==> src/sv/sfc_pkg.sv <==
`default_nettype none

package sfc_pkg;

  // field widths and frame geometry
  localparam int unsigned ByteW   = 8;
  localparam int unsigned FrameLen = 8;
  localparam int unsigned CountW  = $clog2(FrameLen);
  localparam int unsigned CfgIdxW = 8;

  // register reset values
  localparam logic [ByteW-1:0] HeaderReset = 8'h55;
  localparam logic [ByteW-1:0] TailReset   = 8'hBB;

  // configuration register indexes
  localparam logic [CfgIdxW-1:0] RegHeader = CfgIdxW'(0);
  localparam logic [CfgIdxW-1:0] RegTail   = CfgIdxW'(1);

  // byte counter codes
  localparam logic [CountW-1:0] CountIdle  = CountW'(0);
  localparam logic [CountW-1:0] CountFirst = CountW'(1);
  localparam logic [CountW-1:0] CountLast  = CountW'(FrameLen - 1);

  // frame status codes
  typedef enum logic [1:0] {
    StatusNone    = 2'd0,
    StatusGood    = 2'd1,
    StatusBadTail = 2'd2,
    StatusBadSum  = 2'd3
  } status_e;

  // outcome of the frame check for one item
  typedef struct packed {
    logic    frame_end;
    status_e status;
  } check_t;

endpackage

`default_nettype wire

==> src/sv/sfc_frame_check.sv <==
`default_nettype none

module sfc_frame_check (
  input  wire logic [sfc_pkg::CountW-1:0]   count_i,
  input  wire logic [sfc_pkg::ByteW-1:0]    rx_byte_i,
  input  wire logic [sfc_pkg::ByteW-1:0]    tail_value_i,
  input  wire logic [3:0][sfc_pkg::ByteW-1:0] data_i,
  input  wire logic [sfc_pkg::ByteW-1:0]    check_i,
  output sfc_pkg::check_t                   check_o
);

  logic [sfc_pkg::ByteW-1:0] sum;

  // mod-256 sum of the four data bytes
  assign sum = data_i[0] + data_i[1] + data_i[2] + data_i[3];

  // tail is checked first, then the checksum
  always_comb begin
    check_o.frame_end = 1'b0;
    check_o.status    = sfc_pkg::StatusNone;
    if (count_i == sfc_pkg::CountLast) begin
      check_o.frame_end = 1'b1;
      if (rx_byte_i != tail_value_i) begin
        check_o.status = sfc_pkg::StatusBadTail;
      end else if (sum != check_i) begin
        check_o.status = sfc_pkg::StatusBadSum;
      end else begin
        check_o.status = sfc_pkg::StatusGood;
      end
    end
  end

endmodule

`default_nettype wire

==> config.mk <==
export PLATFORM = sky130hd
export DESIGN_NAME = sfc_frame_check
export DESIGN_NICKNAME = d
export VERILOG_FILES = /design/src/sv/sfc_pkg.sv /design/src/sv/sfc_frame_check.sv
export SDC_FILE = /design/constraint.sdc
export NUM_CORES = 1
export LEC_CHECK = 0
export BUFFER_PORTS_ARGS = -buffer_cell sky130_fd_sc_hd__buf_4
export CAP_MARGIN = 25
export CORE_MARGIN = 2
export CORE_UTILIZATION = 42
export DETAILED_ROUTE_END_ITERATION = 10
export PLACE_DENSITY_LB_ADDON = 0.2
export SLEW_MARGIN = 20
export SYNTH_ARGS = -nofsm -noshare
export SYNTH_HDL_FRONTEND = slang
export SYNTH_SLANG_ARGS = --single-unit
==> constraint.sdc <==
create_clock -name vclk -period 3.8
set_input_delay 0.19 -clock vclk [all_inputs]
set_output_delay 0.19 -clock vclk [all_outputs]
set_load 0.03 [all_outputs]
==> results of run 1 <==
[area by class of cell]
cell class / count / share of cell area, %
inverters: 14 / 4.114
repair buffers: 62 / 36.43
multi-input cells: 65 / 57.00
well taps: 25 / 2.449
[how the worst max path moves through the flow]
stage               startpoint          to  depth (start not counted)
finish               data_i[1]  check_o[1]                         13
global route         data_i[1]  check_o[1]                         13
CTS                  data_i[1]  check_o[1]                         13
detailed placement   data_i[1]  check_o[1]                         13
global placement     data_i[1]  check_o[1]                         13
floorplan            data_i[1]  check_o[1]                         11
[routing by layer]
layer	vias up	global-route usage, %
met5	-	0
met1	351	15.17
met3	0	0.3846
met2	39	42.74
met4	0	0
li1	377	-
[placed cells by master (no fill, tap or decap)]
master	instances
buf_4	62
inv_1	14
xnor2_1	14
fa_1	14
xor2_1	12
ha_1	7
nand3_1	3
nor4_2	2
nor3_1	2
a21oi_2	1
nand2_1	1
a21o_1	1
a31oi_4	1
a21oi_1	1
o22ai_1	1
nor2_1	1
nand4_1	1
o21bai_1	1
a31oi_1	1
and3_1	1
[logic make-up (layout without fill, tap and decap cells)]
family | Yosys count | after routing | share of synthesized area [%]
AND/OR/NAND/NOR | 11 | 11 | 8.973
buffers and inverters | 14 | 76 | 6.731
adder cells (fa/ha/maj) | 21 | 21 | 47.12
AO/OA/AOI/OAI | 7 | 7 | 8.014
XOR/XNOR | 26 | 26 | 29.17
[power by group through the flow]
stage	Sequential (uW)	Combinational, uW	Clock, uW
detailed placement	0	310	0
floorplan	0	223	0
finish	0	306	0
CTS	0	311	0
global placement	0	299	0
global route	0	343	0
[per-stage QoR]
stage	util [%]	setup WS, ns	hold slack (ns)	power, uW	std cells
6_report	73.19	0.6178	0.7647	305.8	166
5_1_grt	73.19	0.4465	0.7925	343.4	166
4_1_cts	73.19	0.5914	0.7749	310.9	166
3_5_place_dp	73.19	0.5948	0.7747	309.6	166
3_3_place_gp	73.19	0.6072	0.7594	299.4	166
2_1_floorplan	-	0.7556	0.5721	222.9	79
==> summary.md, run 1 <==
| Metric | Value |
|---|---|
| Status | `completed` |
| Die W | `47.12 um` |
| Multi-input logic area | `around 730 sq um` |
| Kind of critical path | `primary input to primary output` |
| DP HPWL | `1702 um` |
| CP max FO | `2` |
| 1st-iter DRT viols | `8` |
| Ant. Diodes | `0` |
| Row count | `15` |
| RSZ-0062 raised after global routing | `no` |
| Slowest stage cell, crit path | `fa_1` |
| Cts-stage hold buffer count | `0` |
| Die area | `2220 sq um` |
| Routed wire length | `~1800 um` |
| Most frequent cell on the critical path | `fa_1` |
| Sequential cells | `0` |
| Highest clock rate | `approximately 310 MHz` |
| Overflow left after global routing | `0` |
| Internal power | `about 170 uW` |
| Layout Cell Area excl Fill | `1277 sq um` |
| DP Area | `1277 sq um` |
| Vias | `roughly 770` |
| Endpoint type of the worst setup path | `primary output` |
| Worst min path class | `primary input to primary output` |
| I/O pins | `62` |
| Net Sw Power | `~140 uW` |
| Final setup TNS | `0 ns` |
| Via-to-Cell Ratio | `between 4 and 5` |
| Synth Net Count | `159` |
| FF+latch area | `0 sq um` |
| Post-cts resize count | `0` |
| Final setup violation count | `0` |
| Area delta synth->final | `63.62%` |
| Yosys warns | `0` |
| Fillers | `138` |
| Final Hold Fails | `0` |
| Postcts setup bufs | `0` |
| Largest net degree at the start of global routing | `5` |
| Final Max Tran Viols | `0` |
| Seq/Total Area, Yosys | `0%` |
| DR WL met3 | `140 um` |
| Clock buf count | `0` |
| Synth area leaders | `fa_1, xnor2_1, xor2_1` |
| Number of buffers and inverters on the critical path | `4` |
| Number of port buffers | `62` |
| Cell Chain, Critical Path | `buf_4 -> fa_1 -> inv_1 -> fa_1 -> inv_1 -> ha_1 -> fa_1 -> xor2_1 -> nor3_1 -> nand4_1 -> nor3_1 -> a31oi_1 -> buf_4` |
| Post-Syn Area per Cell | `9.883 sq um` |
| Met2 routed WL | `1120 um` |
| Worst setup SP type | `primary input` |
| Layout cells sized above 1 | `46.81%` |
| Yosys top cell by area | `fa_1` |
| M1 WL | `498 um` |
| Synth unique cells | `19` |
| DR WL/cell | `10.60 um` |
| Delay of the slowest critical-path stage | `0.52 ns` |
| Antenna violations before repair | `0` |
| Clock power share | `0%` |
| Sequential share of power | `0%` |
| Period utilization | `83.74%` |
| Vias in the first global route | `between 700 and 800` |
| First-pass GRT wire length | `2815 um` |
| Pre-antenna DRT Iters | `5` |
| Sw frac | `a little under half` |
| CORE AREA | `between 1500 and 2000 sq um` |
| Initial Util | `44.73%` |
| Pwr Density | `around 240 nW/um^2` |
| Drt drc | `0` |
| Chip Height | `47.12 um` |
| Syn Inst Count | `79` |
| RD Place Congestion | `0.6648` |
| Fin crit period | `~3.2 ns` |
| Cell area after synthesis | `780.7 sq um` |
| Commonest cells in the netlist | `fa_1, inv_1, xnor2_1` |
| Post-synth top area share | `35.90%` |
| Max Used Layer | `met3` |
| Max cap viols | `0` |
| Antenna viol nets, final | `0` |
| Hold depth | `4` |
| Hold Path Sink | `check_o[2]` |
| Worst path arrival time | `2.99 ns` |
| Slew headroom | `between 80% and 90%` |
| P_leak | `0.0006547 uW` |
| Fin nets | `223` |
| Required time worst endpoint | `~3.6 ns` |
| Total Routing Usage GR | `between 10% and 20%` |
| Launch point of the worst hold path | `count_i[0]` |
| Worst-Margin Slew | `~0.26 ns` |
| Delay-heaviest family, CP | `adder cells` |
| Maximum VDD drop | `0.1568 mV` |
| Combinational share of power | `100.0%` |
Power figures use the tool's default switching activity.
==> run 2: changes to the inputs <==
Settings changed: CORE_UTILIZATION 42 to 38.
Clock period 3.8 ns to 2.9 ns, I/O delays scaled along.
==> run 2 against run 1 <==
The run now ends with setup timing left. Total power grew 35%. Final cell count is 1.8% higher. Utilization decreased by 5.7 points. Non-clock buffer count is 1 higher. Critical path depth stayed put. Count of clock-buffer cells in the layout is the same. Setup slack got worse by 0.65 ns. Combinational power rose by 35%. First-iteration DRC count is 88% lower. Sequential share of layout area stayed put. Critical path type unchanged.
==> summary.md, run 2 (same netlist as run 1, synthesis figures left out) <==
| Metric | Value |
|---|---|
| Final WS setup | `-0.03070 ns` |
| Die W | `49.33 um` |
| Maximum VDD drop | `0.2185 mV` |
| Final setup violation count | `1` |
| Layout cells sized above 1 | `approximately 50%` |
| Ant. Diodes | `0` |
| Net Sw Power | `191.5 uW` |
| Max cap viols | `0` |
| CORE AREA | `1942 sq um` |
| Routed wire length | `1721 um` |
| P_leak | `approximately 0.00066 uW` |
| DR WL/cell | `10.18 um` |
| Pwr Density | `314.0 nW/um^2` |
| Sequential cells | `0` |
| I/O pins | `62` |
| Largest net degree at the start of global routing | `5` |
| Fin nets | `224` |
| Internal power | `220.2 uW` |
| RSZ-0062 raised after global routing | `yes` |
| Status | `finished, violations left` |
| Die area | `2433 sq um` |
| DP Area | `1286 sq um` |
| Final Max Tran Viols | `0` |
| Combinational share of power | `100.0%` |
| CP max FO | `2` |
| Final Hold Fails | `0` |
| Antenna violations before repair | `0` |
| Drt drc | `0` |
| Number of port buffers | `a little over 60` |
| Clock power share | `0%` |
| Final setup TNS | `-0.03070 ns` |
| 1st-iter DRT viols | `1` |
| Hold Path Sink | `check_o[1]` |
| Pre-antenna DRT Iters | `2` |
| Cts-stage hold buffer count | `0` |
| Period utilization | `101.1%` |
| Sequential share of power | `0%` |
| Kind of critical path | `primary input to primary output` |
| Total Routing Usage GR | `15.37%` |
| Launch point of the worst hold path | `count_i[0]` |
| Row count | `16` |
| Hold depth | `4` |
| Initial Util | `40.21%` |
| Fin crit period | `2.931 ns` |
| Antenna viol nets, final | `0` |
| RD Place Congestion | `0.6478` |
| Chip Height | `between 40 and 50 um` |
| Highest clock rate | `341.2 MHz` |
| Sw frac | `46.51%` |
| Vias in the first global route | `about 830` |
| Most common cell after layout, fill and taps aside | `buf_4` |
| Overflow left after global routing | `0` |
| Via-to-Cell Ratio | `4.467` |
| Layout Cell Area excl Fill | `~1300 sq um` |
| Required time worst endpoint | `between 2 and 3 ns` |
| Worst path arrival time | `roughly 2.8 ns` |
| Failing checks | `setup timing` |
| FF+latch area | `0 sq um` |
| Worst-Margin Slew | `between 0.2 and 0.25 ns` |
| Slew headroom | `approximately 84%` |
| DP HPWL | `1614 um` |
| Vias | `roughly 760` |
| First-pass GRT wire length | `3111 um` |
| Fillers | `~170` |
| Endpoint type of the worst setup path | `primary output` |
| Worst min path class | `primary input to primary output` |
| Area delta synth->final | `67.95%` |
| Commonest cells after routing, fill and taps aside | `buf_4, inv_1, xnor2_1, fa_1, xor2_1` |
| Worst setup SP type | `primary input` |
| Clock buf count | `0` |
run 2: repair_timing:
action / CTS / global route
gates resized for setup: 5 / 0
setup buffers: 1 / 0
pin swaps: 8 / 0
setup endpoints to repair: 1 / 1
run 2: power by group through the flow:
stage | Clock, uW | Combinational, uW | Sequential, uW
final | 0 | 412 | 0
after global routing | 0 | 466 | 0
after CTS | 0 | 422 | 0
after detailed placement | 0 | 410 | 0
after global placement | 0 | 400 | 0
after floorplan | 0 | 297 | 0
run 2: worst max path at each step:
stage               start    endpoint  slack, ns  cells after the start
2_1_floorplan   data_i[1]  check_o[1]       0.02                     11
4_1_cts        data_i[17]  check_o[1]      -0.07                     13
3_3_place_gp    data_i[1]  check_o[1]      -0.27                     13
5_1_grt        data_i[17]  check_o[1]      -0.21                     13
6_report       data_i[17]  check_o[1]      -0.03                     13
3_5_place_dp    data_i[1]  check_o[1]      -0.30                     13
run 2: area by class of cell:
class                      instances  area, sq um  share of cell area [%]
timing repair buffer              63        480.5                   36.64
multi-input combinational         65        744.5                   56.77
tap                               27        33.78                   2.576
inverter                          14        52.55                   4.008
run 2: per-layer routing:
metal	vias up	GRT usage, %	wire length, um
li1	378	-	-
met1	342	15.78	570
met2	35	34.01	996
met3	0	1.227	153
met4	0	0	0
met5	-	0	0
run 2: critical path, stage by stage:
cell and delay, ns:
buf_6 0.09, fa_1 0.52, inv_1 0.05, fa_1 0.47, inv_1 0.04, ha_2 0.19
fa_1 0.43, xnor2_1 0.21, xnor2_1 0.14, nand4_1 0.12, nor3_2 0.14, a31oi_2 0.10
buf_6 0.15
run 2: through the flow:
stage                     hold slack [ns]  setup slack [ns]  utilization (%)  total power, uW  cells
final                              0.6660          -0.03070            67.53            411.7    169
after detailed placement           0.6966           -0.3042            66.24            409.9    168
after global routing               0.7146           -0.2080            67.53            466.2    169
after CTS                          0.6745          -0.07395            67.53            422.4    169
after global placement             0.6981           -0.2704            66.24            399.6    168
after floorplan                    0.4596           0.01841                -            297.3     79
